`config.mk`:
```
export PLATFORM = sky130hd
export DESIGN_NAME = line_endpoint_likelihood
export DESIGN_NICKNAME = d
export VERILOG_FILES = /design/src/hw/rtl/lel_pkg.sv /design/src/hw/rtl/lel_cordic.sv /design/src/hw/rtl/lel_isqrt.sv /design/src/hw/rtl/lel_div.sv /design/src/hw/rtl/line_endpoint_likelihood.sv
export SDC_FILE = /design/constraint.sdc
export NUM_CORES = 2
export LEC_CHECK = 0
export BUFFER_PORTS_ARGS = -buffer_cell sky130_fd_sc_hd__buf_2
export CAP_MARGIN = 20
export CORE_ASPECT_RATIO = 0.7
export CORE_MARGIN = 2
export CORE_UTILIZATION = 70
export DETAILED_ROUTE_END_ITERATION = 8
export HOLD_SLACK_MARGIN = 0.12
export PLACE_DENSITY = 0.91
export SKIP_CTS_REPAIR_TIMING = 1
export SYNTH_ARGS = -nofsm -noshare
export SYNTH_HDL_FRONTEND = slang
export SYNTH_SLANG_ARGS = --single-unit
```
`constraint.sdc`:
```
create_clock -name clk -period 25.1 [get_ports clk]
set_input_delay 1.255 -clock clk [delete_from_list [all_inputs] [get_ports clk]]
set_output_delay 1.255 -clock clk [all_outputs]
set_load 0.05 [all_outputs]
```
`src/hw/rtl/lel_pkg.sv`:
```
package lel_pkg;

    localparam int CoordW = 24;
    localparam int ScoreW = 16;
    localparam int CordW = 44;
    localparam int AngW = 28;
    localparam int SqW = 48;
    localparam int NumW = 31;
    localparam int DenW = 25;

    localparam logic signed [AngW-1:0] HALF_PI_Q24 = 28'sd26353589;
    localparam logic signed [AngW-1:0] PI_Q24 = 28'sd52707179;
    localparam logic signed [CordW-1:0] CORDIC_K_Q30 = 44'sd652032874;

    localparam logic REG_NEAR_RANGE_OFFSET = 1'b0;
    localparam logic REG_FAKE_EXTREME_SCORE = 1'b1;

    typedef enum logic {
        CORDIC_VEC,
        CORDIC_ROT
    } cordic_mode_t;

    typedef enum logic [4:0] {
        S_IDLE,
        P_MX,
        P_MY,
        P_SUM,
        P_WAIT,
        S_DECIDE,
        S_GX,
        S_GY,
        S_GSUM,
        S_ROT,
        S_THR,
        S_CMP,
        S_DIV,
        S_DIVW,
        S_ASSIGN,
        S_OUT
    } state_t;

    function automatic logic [23:0] atan_q24(input logic [4:0] i);
        logic [23:0] v;
        unique case (i)
            5'd0: v = 24'd13176795;
            5'd1: v = 24'd7778716;
            5'd2: v = 24'd4110060;
            5'd3: v = 24'd2086331;
            5'd4: v = 24'd1047214;
            5'd5: v = 24'd524117;
            5'd6: v = 24'd262123;
            5'd7: v = 24'd131069;
            5'd8: v = 24'd65536;
            5'd9: v = 24'd32768;
            5'd10: v = 24'd16384;
            5'd11: v = 24'd8192;
            5'd12: v = 24'd4096;
            5'd13: v = 24'd2048;
            5'd14: v = 24'd1024;
            5'd15: v = 24'd512;
            5'd16: v = 24'd256;
            5'd17: v = 24'd128;
            5'd18: v = 24'd64;
            5'd19: v = 24'd32;
            5'd20: v = 24'd16;
            5'd21: v = 24'd8;
            5'd22: v = 24'd4;
            5'd23: v = 24'd2;
            default: v = 24'd0;
        endcase
        return v;
    endfunction

endpackage

```
`src/hw/rtl/lel_cordic.sv`:
```
module lel_cordic #(
    parameter int STEPS = 16
) (
    input  logic                                  clk,
    input  logic                                  rst_n,
    input  logic                                  start,
    input  lel_pkg::cordic_mode_t                 mode,
    input  logic signed [lel_pkg::CordW-1:0]      x_in,
    input  logic signed [lel_pkg::CordW-1:0]      y_in,
    input  logic signed [lel_pkg::AngW-1:0]       z_in,
    output logic                                  busy,
    output logic signed [lel_pkg::CordW-1:0]      y_out,
    output logic signed [lel_pkg::AngW-1:0]       z_out
);
    import lel_pkg::*;

    localparam int CW = $clog2(STEPS);

    cordic_mode_t               mode_reg;
    logic signed [CordW-1:0]    x_reg, x_next;
    logic signed [CordW-1:0]    y_reg, y_next;
    logic signed [AngW-1:0]     z_reg, z_next;
    logic [CW-1:0]              cnt_reg;
    logic                       busy_reg;
    logic signed [CordW-1:0]    xs, ys;
    logic signed [AngW-1:0]     at;
    logic                       pos;

    always_comb
    begin
        xs = x_reg >>> cnt_reg;
        ys = y_reg >>> cnt_reg;
        at = $signed({4'b0, atan_q24(5'(cnt_reg))});
        pos = (mode_reg == CORDIC_VEC) ? !(y_reg > 0) : (z_reg >= 0);
        if (pos)
        begin
            x_next = x_reg - ys;
            y_next = y_reg + xs;
            z_next = z_reg - at;
        end
        else
        begin
            x_next = x_reg + ys;
            y_next = y_reg - xs;
            z_next = z_reg + at;
        end
    end

    always_ff @(posedge clk or negedge rst_n)
    begin
        if (!rst_n)
        begin
            busy_reg <= 1'b0;
            cnt_reg <= '0;
        end
        else if (start)
        begin
            busy_reg <= 1'b1;
            cnt_reg <= '0;
        end
        else if (busy_reg)
        begin
            cnt_reg <= cnt_reg + 1'b1;
            if (cnt_reg == CW'(STEPS - 1))
            begin
                busy_reg <= 1'b0;
            end
        end
    end

    always_ff @(posedge clk)
    begin
        if (start)
        begin
            mode_reg <= mode;
            x_reg <= x_in;
            y_reg <= y_in;
            z_reg <= z_in;
        end
        else if (busy_reg)
        begin
            x_reg <= x_next;
            y_reg <= y_next;
            z_reg <= z_next;
        end
    end

    assign busy = busy_reg;
    assign y_out = y_reg;
    assign z_out = z_reg;

endmodule

```
`src/hw/rtl/lel_isqrt.sv`:
```
module lel_isqrt (
    input  logic                        clk,
    input  logic                        rst_n,
    input  logic                        start,
    input  logic [lel_pkg::SqW-1:0]     value,
    output logic                        busy,
    output logic [lel_pkg::CoordW-1:0]  root
);
    import lel_pkg::*;

    logic [SqW-1:0] bit_reg;
    logic [SqW-1:0] v_reg;
    logic [SqW-1:0] res_reg;
    logic [SqW:0]   sum;

    assign sum = {1'b0, res_reg} + {1'b0, bit_reg};

    always_ff @(posedge clk or negedge rst_n)
    begin
        if (!rst_n)
        begin
            bit_reg <= '0;
        end
        else if (start)
        begin
            bit_reg <= SqW'(1) << (SqW - 2);
        end
        else
        begin
            bit_reg <= bit_reg >> 2;
        end
    end

    always_ff @(posedge clk)
    begin
        if (start)
        begin
            v_reg <= value;
            res_reg <= '0;
        end
        else if (bit_reg != '0)
        begin
            if ({1'b0, v_reg} >= sum)
            begin
                v_reg <= v_reg - sum[SqW-1:0];
                res_reg <= (res_reg >> 1) + bit_reg;
            end
            else
            begin
                res_reg <= res_reg >> 1;
            end
        end
    end

    assign busy = bit_reg != '0;
    assign root = res_reg[CoordW-1:0];

endmodule

```
`src/hw/rtl/lel_div.sv`:
```
module lel_div (
    input  logic                        clk,
    input  logic                        rst_n,
    input  logic                        start,
    input  logic [lel_pkg::NumW-1:0]    num,
    input  logic [lel_pkg::DenW-1:0]    den,
    output logic                        busy,
    output logic [lel_pkg::NumW-1:0]    quo
);
    import lel_pkg::*;

    localparam int CW = $clog2(NumW);

    logic [NumW-1:0] num_reg;
    logic [DenW-1:0] den_reg;
    logic [DenW-1:0] rem_reg;
    logic [CW-1:0]   cnt_reg;
    logic            busy_reg;
    logic [DenW:0]   t;
    logic            ge;

    assign t = {rem_reg, num_reg[NumW-1]};
    assign ge = t >= {1'b0, den_reg};

    always_ff @(posedge clk or negedge rst_n)
    begin
        if (!rst_n)
        begin
            busy_reg <= 1'b0;
            cnt_reg <= '0;
        end
        else if (start)
        begin
            busy_reg <= 1'b1;
            cnt_reg <= '0;
        end
        else if (busy_reg)
        begin
            cnt_reg <= cnt_reg + 1'b1;
            if (cnt_reg == CW'(NumW - 1))
            begin
                busy_reg <= 1'b0;
            end
        end
    end

    always_ff @(posedge clk)
    begin
        if (start)
        begin
            num_reg <= num;
            den_reg <= den;
            rem_reg <= '0;
        end
        else if (busy_reg)
        begin
            num_reg <= {num_reg[NumW-2:0], ge};
            rem_reg <= ge ? DenW'(t - {1'b0, den_reg}) : t[DenW-1:0];
        end
    end

    assign busy = busy_reg;
    assign quo = num_reg;

endmodule

```
`src/hw/rtl/line_endpoint_likelihood.sv`:
```
// Scores segment endpoints of a laser scan as extreme points. One segment is taken at a
// time. A segment that opens a frame, or follows no earlier segment, skips the gap test.
// A score whose denominator is not positive skips the divide. Each point's range comes
// from a bit-serial square root running beside a CORDIC bearing pass. The bearing gap
// needs one CORDIC rotation pass. Each score with a positive denominator needs a
// restoring divide. The next segment can be taken in the cycle after the result is
// loaded, and a stalled output delays that. A finished result may wait in the output
// register while the next segment is taken. The configuration registers may be written
// only while no segment is in flight.
module line_endpoint_likelihood #(
    parameter int CORDIC_STEPS = 16
) (
    input  logic                              clk,
    input  logic                              rst_n,
    input  logic                              in_valid,
    output logic                              in_ready,
    input  logic signed [lel_pkg::CoordW-1:0] start_x,
    input  logic signed [lel_pkg::CoordW-1:0] start_y,
    input  logic signed [lel_pkg::CoordW-1:0] end_x,
    input  logic signed [lel_pkg::CoordW-1:0] end_y,
    input  logic                              first_segment,
    output logic                              out_valid,
    input  logic                              out_ready,
    output logic [lel_pkg::ScoreW-1:0]        start_score,
    output logic [lel_pkg::ScoreW-1:0]        prev_end_score,
    output logic                              prev_end_valid,
    output logic                              shared_vertex,
    input  logic                              cfg_we,
    input  logic                              cfg_addr,
    input  logic [16:0]                       cfg_data
);
    import lel_pkg::*;

    state_t state_reg, state_next;

    logic signed [CoordW-1:0] sx_reg, sy_reg, ex_reg, ey_reg;
    logic                     first_reg;
    logic                     phase_reg;
    logic signed [CoordW-1:0] last_x_reg, last_y_reg;
    logic signed [15:0]       last_b_reg;
    logic [CoordW-1:0]        last_r_reg;
    logic                     have_last_reg;
    logic [16:0]              near_off_reg;
    logic [ScoreW-1:0]        fake_reg;

    logic [49:0]              prod_reg;
    logic [49:0]              acc_reg;
    logic [CoordW-1:0]        pr_reg;
    logic signed [15:0]       pb_reg;
    logic [16:0]              sine_reg;
    logic [CoordW-1:0]        d_reg;
    logic                     shared_reg, exact_reg, prev_near_reg;
    logic [ScoreW-1:0]        score_reg;
    logic [ScoreW-1:0]        rs_reg, rp_reg;
    logic                     rv_reg, rsh_reg;

    logic                     out_valid_reg;
    logic [ScoreW-1:0]        o_s_reg, o_p_reg;
    logic                     o_v_reg, o_sh_reg;

    logic                     cd_start, sq_start, dv_start;
    logic                     cd_busy, sq_busy, dv_busy;
    cordic_mode_t             cd_mode;
    logic signed [CordW-1:0]  cd_x, cd_y, cd_yo;
    logic signed [AngW-1:0]   cd_z, cd_zo;
    logic [CoordW-1:0]        sq_root;
    logic [NumW-1:0]          dv_quo;

    logic signed [CoordW-1:0] px, py;
    logic signed [CordW-1:0]  vx0, vy0;
    logic signed [CordW-1:0]  vx, vy;
    logic signed [AngW-1:0]   vz;
    logic signed [16:0]       db;
    logic [16:0]              db_abs;
    logic signed [AngW-1:0]   h0, hf;
    logic signed [24:0]       mul_a, mul_b;
    logic signed [49:0]       mul_p;
    logic signed [CoordW:0]   dx, dy;
    logic signed [16:0]       bear_r;
    logic signed [CordW-1:0]  sin_raw;
    logic [16:0]              sin_c;
    logic signed [25:0]       den;
    logic                     linked;
    logic                     load_out;
    logic [49:0]              thr;

    assign linked = !first_reg && have_last_reg;
    assign px = phase_reg ? ex_reg : sx_reg;
    assign py = phase_reg ? ey_reg : sy_reg;
    assign dx = 25'(sx_reg) - 25'(last_x_reg);
    assign dy = 25'(sy_reg) - 25'(last_y_reg);

    always_comb
    begin
        vx0 = $signed({{4{px[CoordW-1]}}, px, 16'b0});
        vy0 = $signed({{4{py[CoordW-1]}}, py, 16'b0});
        if (px < 0)
        begin
            if (py >= 0)
            begin
                vx = vy0;
                vy = -vx0;
                vz = HALF_PI_Q24;
            end
            else
            begin
                vx = -vy0;
                vy = vx0;
                vz = -HALF_PI_Q24;
            end
        end
        else
        begin
            vx = vx0;
            vy = vy0;
            vz = '0;
        end
        db = 17'(pb_reg) - 17'(last_b_reg);
        db_abs = db[16] ? 17'(-db) : 17'(db);
        h0 = $signed({1'b0, db_abs, 10'b0});
        hf = (h0 > HALF_PI_Q24) ? PI_Q24 - h0 : h0;
        cd_mode = (state_reg == S_GSUM) ? CORDIC_ROT : CORDIC_VEC;
        cd_x = (cd_mode == CORDIC_ROT) ? CORDIC_K_Q30 : vx;
        cd_y = (cd_mode == CORDIC_ROT) ? '0 : vy;
        cd_z = (cd_mode == CORDIC_ROT) ? hf : vz;
    end

    always_comb
    begin
        unique case (state_reg)
            P_MX:
            begin
                mul_a = 25'(px);
                mul_b = 25'(px);
            end
            P_MY:
            begin
                mul_a = 25'(py);
                mul_b = 25'(py);
            end
            S_GX:
            begin
                mul_a = dx;
                mul_b = dx;
            end
            S_GY:
            begin
                mul_a = dy;
                mul_b = dy;
            end
            S_THR:
            begin
                mul_a = $signed({1'b0, pr_reg});
                mul_b = $signed({8'b0, sine_reg});
            end
            default:
            begin
                mul_a = '0;
                mul_b = '0;
            end
        endcase
        mul_p = mul_a * mul_b;
    end

    assign bear_r = 17'((cd_zo + 28'sd1024) >>> 11);
    assign sin_raw = cd_yo >>> 14;
    assign sin_c = (sin_raw < 0) ? 17'd0 :
                   (sin_raw > 44'sd65536) ? 17'd65536 : sin_raw[16:0];
    assign den = 26'sd65536 + $signed({2'b0, d_reg}) - $signed({9'b0, near_off_reg});
    assign thr = {prod_reg[47:0], 2'b0};
    assign load_out = (state_reg == S_OUT) && (!out_valid_reg || out_ready);

    lel_cordic #(.STEPS(CORDIC_STEPS)) u_cordic (
        .clk   (clk),
        .rst_n (rst_n),
        .start (cd_start),
        .mode  (cd_mode),
        .x_in  (cd_x),
        .y_in  (cd_y),
        .z_in  (cd_z),
        .busy  (cd_busy),
        .y_out (cd_yo),
        .z_out (cd_zo)
    );

    lel_isqrt u_isqrt (
        .clk   (clk),
        .rst_n (rst_n),
        .start (sq_start),
        .value (acc_reg[SqW-1:0] + prod_reg[SqW-1:0]),
        .busy  (sq_busy),
        .root  (sq_root)
    );

    lel_div u_div (
        .clk   (clk),
        .rst_n (rst_n),
        .start (dv_start),
        .num   (NumW'(1 << 30) + NumW'(den[DenW-1:1])),
        .den   (den[DenW-1:0]),
        .busy  (dv_busy),
        .quo   (dv_quo)
    );

    always_ff @(posedge clk or negedge rst_n)
    begin
        if (!rst_n)
        begin
            state_reg <= S_IDLE;
        end
        else
        begin
            state_reg <= state_next;
        end
    end

    always_comb
    begin
        state_next = state_reg;
        in_ready = 1'b0;
        cd_start = 1'b0;
        sq_start = 1'b0;
        dv_start = 1'b0;
        unique case (state_reg)
            S_IDLE:
            begin
                in_ready = 1'b1;
                if (in_valid)
                begin
                    state_next = P_MX;
                end
            end
            P_MX:
            begin
                cd_start = 1'b1;
                state_next = P_MY;
            end
            P_MY:
            begin
                state_next = P_SUM;
            end
            P_SUM:
            begin
                sq_start = 1'b1;
                state_next = P_WAIT;
            end
            P_WAIT:
            begin
                if (!sq_busy && !cd_busy)
                begin
                    state_next = phase_reg ? S_OUT : S_DECIDE;
                end
            end
            S_DECIDE:
            begin
                state_next = linked ? S_GX : S_DIV;
            end
            S_GX:
            begin
                state_next = S_GY;
            end
            S_GY:
            begin
                state_next = S_GSUM;
            end
            S_GSUM:
            begin
                cd_start = 1'b1;
                state_next = S_ROT;
            end
            S_ROT:
            begin
                if (!cd_busy)
                begin
                    state_next = S_THR;
                end
            end
            S_THR:
            begin
                state_next = S_CMP;
            end
            S_CMP:
            begin
                state_next = S_DIV;
            end
            S_DIV:
            begin
                if (den > 0)
                begin
                    dv_start = 1'b1;
                    state_next = S_DIVW;
                end
                else
                begin
                    state_next = S_ASSIGN;
                end
            end
            S_DIVW:
            begin
                if (!dv_busy)
                begin
                    state_next = S_ASSIGN;
                end
            end
            S_ASSIGN:
            begin
                state_next = P_MX;
            end
            S_OUT:
            begin
                if (load_out)
                begin
                    state_next = S_IDLE;
                end
            end
            default:
            begin
                state_next = S_IDLE;
            end
        endcase
    end

    always_ff @(posedge clk or negedge rst_n)
    begin
        if (!rst_n)
        begin
            near_off_reg <= 17'd6554;
            fake_reg <= 16'd8192;
            have_last_reg <= 1'b0;
            last_x_reg <= '0;
            last_y_reg <= '0;
            last_b_reg <= '0;
            last_r_reg <= '0;
            out_valid_reg <= 1'b0;
            phase_reg <= 1'b0;
        end
        else
        begin
            if (cfg_we)
            begin
                unique case (cfg_addr)
                    REG_NEAR_RANGE_OFFSET: near_off_reg <= cfg_data;
                    REG_FAKE_EXTREME_SCORE: fake_reg <= cfg_data[ScoreW-1:0];
                    default: ;
                endcase
            end
            if (state_reg == S_IDLE && in_valid)
            begin
                phase_reg <= 1'b0;
            end
            if (state_reg == S_ASSIGN)
            begin
                phase_reg <= 1'b1;
            end
            if (load_out)
            begin
                out_valid_reg <= 1'b1;
                last_x_reg <= ex_reg;
                last_y_reg <= ey_reg;
                last_b_reg <= pb_reg;
                last_r_reg <= pr_reg;
                have_last_reg <= 1'b1;
            end
            else if (out_valid_reg && out_ready)
            begin
                out_valid_reg <= 1'b0;
            end
        end
    end

    always_ff @(posedge clk)
    begin
        if (load_out)
        begin
            o_s_reg <= rs_reg;
            o_p_reg <= rp_reg;
            o_v_reg <= rv_reg;
            o_sh_reg <= rsh_reg;
        end
        unique case (state_reg)
            S_IDLE:
            begin
                if (in_valid)
                begin
                    sx_reg <= start_x;
                    sy_reg <= start_y;
                    ex_reg <= end_x;
                    ey_reg <= end_y;
                    first_reg <= first_segment;
                end
            end
            P_MX, S_GX, S_THR:
            begin
                prod_reg <= 50'(mul_p);
            end
            P_MY, S_GY:
            begin
                acc_reg <= prod_reg;
                prod_reg <= 50'(mul_p);
            end
            S_GSUM:
            begin
                acc_reg <= acc_reg + prod_reg;
            end
            P_WAIT:
            begin
                pr_reg <= sq_root;
                pb_reg <= (px == 0 && py == 0) ? 16'sd0 : bear_r[15:0];
            end
            S_DECIDE:
            begin
                d_reg <= pr_reg;
            end
            S_ROT:
            begin
                sine_reg <= sin_c;
            end
            S_CMP:
            begin
                shared_reg <= acc_reg <= thr;
                exact_reg <= acc_reg == '0;
                prev_near_reg <= last_r_reg <= pr_reg;
                d_reg <= (pr_reg < last_r_reg) ? pr_reg : last_r_reg;
            end
            S_DIV:
            begin
                score_reg <= 16'hFFFF;
            end
            S_DIVW:
            begin
                score_reg <= (dv_quo > NumW'(49151)) ? 16'hFFFF : 16'(dv_quo) + 16'd16384;
            end
            S_ASSIGN:
            begin
                if (!linked)
                begin
                    rs_reg <= score_reg;
                    rp_reg <= have_last_reg ? 16'd16384 : 16'd0;
                    rv_reg <= have_last_reg;
                    rsh_reg <= 1'b0;
                end
                else if (shared_reg)
                begin
                    rs_reg <= exact_reg ? 16'd32768 : score_reg;
                    rp_reg <= exact_reg ? 16'd32768 : score_reg;
                    rv_reg <= 1'b1;
                    rsh_reg <= 1'b1;
                end
                else
                begin
                    rs_reg <= prev_near_reg ? fake_reg : score_reg;
                    rp_reg <= prev_near_reg ? score_reg : fake_reg;
                    rv_reg <= 1'b1;
                    rsh_reg <= 1'b0;
                end
            end
            default: ;
        endcase
    end

    assign out_valid = out_valid_reg;
    assign start_score = o_s_reg;
    assign prev_end_score = o_p_reg;
    assign prev_end_valid = o_v_reg;
    assign shared_vertex = o_sh_reg;

endmodule

```
; ---- Word level (Yosys, flattened, before mapping)
; Memory sizes are Yosys's and may differ from the RTL's.
; Index checks and enable logic that the tools add are counted.
[totals]
reg_bits = 847
rom_bits = 384
in_bits = 120
out_inout_bits = 36
wordCells = 227
n_memories = 1
[op_classes]
add_sub_neg = 26
multipliers = 1
order_cmp = 14
n_eq_ne = 22
shifts = 2
muxes = 77
bitwise = 1
n_reduce_logical = 35
[mem_list]
columns = name, words, width, read_ports, rd_clocked_by_memory_dff, wr, line
row1 = (name not given), 16, 24, 1, 0, 0, lel_pkg.sv:44  ; unique case (i)
[op_table]
columns = cell, count
row1 = $mux W44, 12
row2 = $pmux W25 S5, 2
row3 = $mux W28, 7
row4 = $mux W48, 4
row5 = $mux W16, 8
row6 = $pmux W50 S2, 1
row7 = $add A44 B44 Y44, 2
row8 = $neg A40 Y44, 2
row9 = $sshr A44 B4 Y44, 2
row10 = $sub A44 B44 Y44, 2
row11 = $pmux W5 S16, 1
row12 = $mux W24, 3
row13 = $logic_not A32 Y1, 2
row14 = $mux W31, 2
row15 = $add A50 B50 Y50, 1
row16 = $le A50 B50 Y1, 1
row17 = $logic_not A50 Y1, 1
row18 = $mul A25 B25 Y50, 1
row19 = $sub A24 B24 Y25, 2
row20 = $add A48 B48 Y49, 1
row21 = $ge A48 B49 Y1, 1
row22 = $add A47 B48 Y48, 1
row23 = $add A48 B48 Y48, 1
row24 = $pmux W24 S2, 1
row25 = other kinds (53), 117

; ---- Longest topological paths before layout
[logic_depth]
depth_word = 7
mapped_depth = 43
ltp_nobuf = 42

; ---- Cells and area by module
; A second synthesis with hierarchy kept.
[hier_totals]
cells_unflattened = 9686
area_unflattened_um2 = 88160.8
[modules_own_cells]
columns = mod, instances, cells_each, area_per_inst_um2, seq_area_each_um2
row1 = line_endpoint_likelihood, 1, 5692, 53831.6, 14173.6
row2 = lel_cordic, 1, 2200, 18410.2, 3638.5
row3 = lel_isqrt, 1, 1328, 10879.2, 3002.9
row4 = lel_div, 1, 466, 5039.8, 2332.2

; ---- Worst setup path after synthesis
; Ideal clock, no wire load.
[synth_path]
kind = flip-flop to flip-flop
from = register last_x_reg[0]
to = register prod_reg[46], data pin
setup_ns = 0.260
arrival_time_ns = 9.791
t_required_ns = 24.840
setup_slack_ns = 15.049
path_stages_with_launch = 40
path_buffers = 3
synth_period_minus_slack_ns = 10.051
cell_sequence = dfrtp_1 > ha_1 > fa_1 > nand2b_1 > a21boi_0 > o21ai_0 > a31o_2 > a21bo_2 > o22ai_1 > o41ai_1 > o21ai_0 > a211oi_1 > or4_1 > clkbuf_1 > clkbuf_1 > nand2_1 > inv_1 > fa_1 > [... 4 more ...] > fa_1 > fa_1 > fa_1 > inv_1 > fa_1 > inv_1 > ha_1 > clkbuf_1 > a21oi_1 > nor2b_1 > o21ai_0 > nand2b_1 > a21o_1 > a21o_1 > a211oi_1 > o31ai_1 > a21oi_1 > xnor2_1
[synth_between]
elab_chain_len = 3
elab_cells_between_ends = 4
classes_between = add/sub: 1 / mul: 1 / mux: 2
[synth_rtl]
columns = element, line
row1 = "start, declared", line_endpoint_likelihood.sv:39  ; logic signed [CoordW-1:0] last_x_reg, last_y_reg;
row2 = "start signal, assigned", line_endpoint_likelihood.sv:358  ; last_x_reg <= ex_reg;
row3 = $sub A24 B24 Y25 *, line_endpoint_likelihood.sv:90  ; assign dx = 25'(sx_reg) - 25'(last_x_reg);
row4 = $pmux W25 S5, line_endpoint_likelihood.sv:130  ; unique case (state_reg)
row5 = $mul A25 B25 Y50 *, line_endpoint_likelihood.sv:162  ; mul_p = mul_a * mul_b;
row6 = named net mul_p[46], line_endpoint_likelihood.sv:77  ; logic signed [49:0] mul_p;
row7 = "end signal, assigned", line_endpoint_likelihood.sv:394  ; prod_reg <= 50'(mul_p);
row8 = "end signal, assigned", line_endpoint_likelihood.sv:399  ; prod_reg <= 50'(mul_p);
row9 = "end, declared", line_endpoint_likelihood.sv:46  ; logic [49:0] prod_reg;
; Mark *: on every way through the listed nets, which the timed path passes. The rest lies on a longest branch.
; A chain may end at the register's enable or synchronous reset.

; ---- Final worst setup path
[layout_path]
from = register sy_reg[0]
to = register prod_reg[49], data pin
[layout_between]
elab_chain_len = 3
elab_cells_between_ends = 5
classes_between = add/sub: 1 / mul: 1 / mux: 3
[layout_rtl]
columns = element, line
row1 = "start, declared", line_endpoint_likelihood.sv:36  ; logic signed [CoordW-1:0] sx_reg, sy_reg, ex_reg, ey_reg;
row2 = "start signal, assigned", line_endpoint_likelihood.sv:386  ; sy_reg <= start_y;
row3 = $sub A24 B24 Y25 / $mux W24 (equally long branches), "line_endpoint_likelihood.sv:91, line_endpoint_likelihood.sv:89"
row4 = $pmux W25 S5, line_endpoint_likelihood.sv:130
row5 = $mul A25 B25 Y50 *, line_endpoint_likelihood.sv:162
row6 = named net mul_p[49], line_endpoint_likelihood.sv:77
; Marks and branches as above.

==> results.json <==
{
  "status": "complete, but fails checks",
  "violations": "design-rule violations",
  "arrival_ns": 12.34,
  "synth_cell_types": 108,
  "cts_made_buffers": 85,
  "routedWlPerCell_um": 23.9,
  "routabilityCongestion": 1.04,
  "ys_ff_latch": 822,
  "detailedPlacementHpwl_um": 196000,
  "worstMarginPinSlew_ns": 1.16,
  "critPathTopFamily": "compound AO/OA/AOI/OAI gates",
  "core-area_um2": 120000,
  "drt-pass1-iter-count": 9,
  "start_util_pct": 70.6,
  "nFillCells": 8351,
  "via_count": 72300,
  "wl_um": 259000,
  "cts_max_level": 3,
  "cp_slowest_cell": "nand2_1",
  "start_kind": "register",
  "die_h_um": 295,
  "grtUsageTotal_pct": 41.9,
  "seq_area_frac_synth_pct": 27.4,
  "async_reset_ff_share_pct": 19.8,
  "cts_buffer_depth": 3,
  "io_pins": 156,
  "grt_pass1_vias": 70200,
  "nets": 10500,
  "yosys_warnings": 0,
  "cts_tree": "yes",
  "multi_input_area_um2": 56200,
  "synth_edf_count": 586,
  "root_buffer": "clkbuf_16",
  "met1_length_um": 102000,
  "period_share_pct": 47.4,
  "crit_top_cell": "fa_1",
  "hold_class": "reg2reg",
  "hold_viol": 0,
  "required_ns": 25.54,
  "critPathMaxStageDelay_ns": 0.65,
  "drc": 2,
  "route.met3.wl_um": 39100,
  "synth-main-ff-cell": "edfxtp_1",
  "port_buffers": 155,
  "syn_inst": 9161,
  "rsz0062_at_grt": "no",
  "top_layer": "met5",
  "grt_pass1_wl_um": 401000,
  "grt_overflow_total": 0,
  "syn-num-nets": 10600,
  "grt_max_degree": 95,
  "cp_num_buf_inv": 5,
  "seq_area_um2": 23200,
  "setup_viol": 0,
  "critPathCaptureType": "register",
  "final_max_slew_viol_count": 0,
  "period_minus_slack_ns": 11.90,
  "finalSetupTns_ns": 0,
  "synth_top_cell_by_area": "edfxtp_1",
  "netlist_top_cells_area": "edfxtp_1 (21%), fa_1 (16%), ha_1 (9.2%), dfrtp_1 (4.6%), inv_1 (4.5%)",
  "die_w_um": 419,
  "clock-skew-final_ns": 0.0568,
  "crit_fanout": 19,
  "maxCapViolCount": 0,
  "rows": 106,
  "layout_common_cells": "inv_1 (1,019), nand2_1 (1,002), nor2_1 (697), fa_1 (668), ha_1 (624)",
  "timing.fmax_ghz": 0.0841,
  "mostFrequentLayoutCell": "inv_1",
  "antenna_left": 0,
  "synth_area_um2": 84500,
  "vias_per_cell": 6.68,
  "die_area_um2": 124000,
  "synthToLayoutAreaGrowth_pct": 6.11,
  "crit_type": "reg2reg",
  "insertion_delay_ns": 0.73,
  "synth.avg_cell_area_um2": 9.22,
  "synth.top_cell.area_share_pct": 20.8,
  "drtIter0Drc": 10700,
  "slew_headroom_pct": 22.6,
  "antenna_found_initial": 16,
  "clkTransAtPathRegs_ns": 0.06,
  "cts.sink_count": 822,
  "wl_met2_um": 106000,
  "drive_gt1_share_pct": 7.69
}
==> path summary, 6_finish.rpt <==
path / start / to / slack (ns) / depth (start not counted)
max: sy_reg[0]$_DFFE_PP_ / prod_reg[49]$_DFFE_PN_ / 13.20 / 38
min: rsh_reg$_SDFFCE_PN0P_ / shared_vertex$_DFFE_PP_ / 0.42 / 0
max reg2reg: sy_reg[0]$_DFFE_PP_ / prod_reg[49]$_DFFE_PN_ / 13.20 / 38
min reg2reg: rsh_reg$_SDFFCE_PN0P_ / shared_vertex$_DFFE_PP_ / 0.42 / 0
max in group asynchronous: rst_n / u_isqrt.bit_reg[28]$_DFF_PN0_ / 22.46 / 3
min in group asynchronous: rst_n / last_y_reg[18]$_DFFE_PN0P_ / 0.49 / 1
==> synth_stat cells (27+ instances only) <==
library cell,n
nor3_1,103
buf_1,36
inv_1,1021
or3_1,27
nor2b_1,114
o22ai_1,66
ha_1,624
nand2b_1,102
mux2i_1,138
o21a_1,79
a31oi_1,112
nand2_1,1006
fa_1,668
dfrtp_1,155
edfxtp_1,586
nand4_1,87
o31ai_1,35
a211oi_1,79
nand3_1,115
a21oi_1,614
buf_2,35
and2_1,105
xnor2_1,362
nor2_1,703
xor2_1,220
dfxtp_1,73
nor4_1,52
mux4_2,86
mux2_2,87
o21ai_0,580
o211ai_1,32
or2_2,35
and3_1,60
o21bai_1,63
clkbuf_1,290
a21o_1,240
==> logic make-up (layout without fill, tap and decap cells) <==
kind of cell    after synthesis  in the layout  share of synthesized area (%)
simple gates               2594           2594                           14.1
flops                       822            822                           27.4
xor+xnor                    582            582                           6.03
other cells                   0              5                              0
buf+inv                    1404           1437                           6.39
fa+ha+maj                  1292           1292                           25.1
mux                         329            329                           5.41
compound gates             2138           2138                           15.7
==> cell type report <==
cell class,count,share of cell area (%)
Antenna cell,5,0.0140
Clock buffer,112,2.59
Clock inverter,47,0.653
Inverter,1029,4.31
Multi-Input combinational cell,6935,62.6
Sequential cell,822,25.8
Tap cell,1620,2.26
Timing Repair Buffer,249,1.73
==> through the flow <==
stage               instances  worst slack [ns]  hold slack (ns)  area (µm²)  utilization [%]
floorplan                9161             15.05            0.400       84500                -
global placement        10600             13.62            0.401       86600             72.4
detailed placement      10600             13.40            0.405       86600             72.4
CTS                     10800             13.35            0.420       89600             74.9
global route            10800             12.68            0.429       89700             75.0
finish                  10800             13.20            0.420       89700             75.0
==> per-layer routing <==
| layer | track usage (%) | up-vias |
|---|---|---|
| met1 | 59.7 | 34700 |
| met5 | 1.97 | - |
| li1 | - | 31600 |
| met3 | 13.5 | 789 |
| met4 | 16.4 | 12 |
| met2 | 59.2 | 5159 |
Power is not shown: default switching activity piles up to over one toggle a cycle in this logic, so the estimate is an artifact.
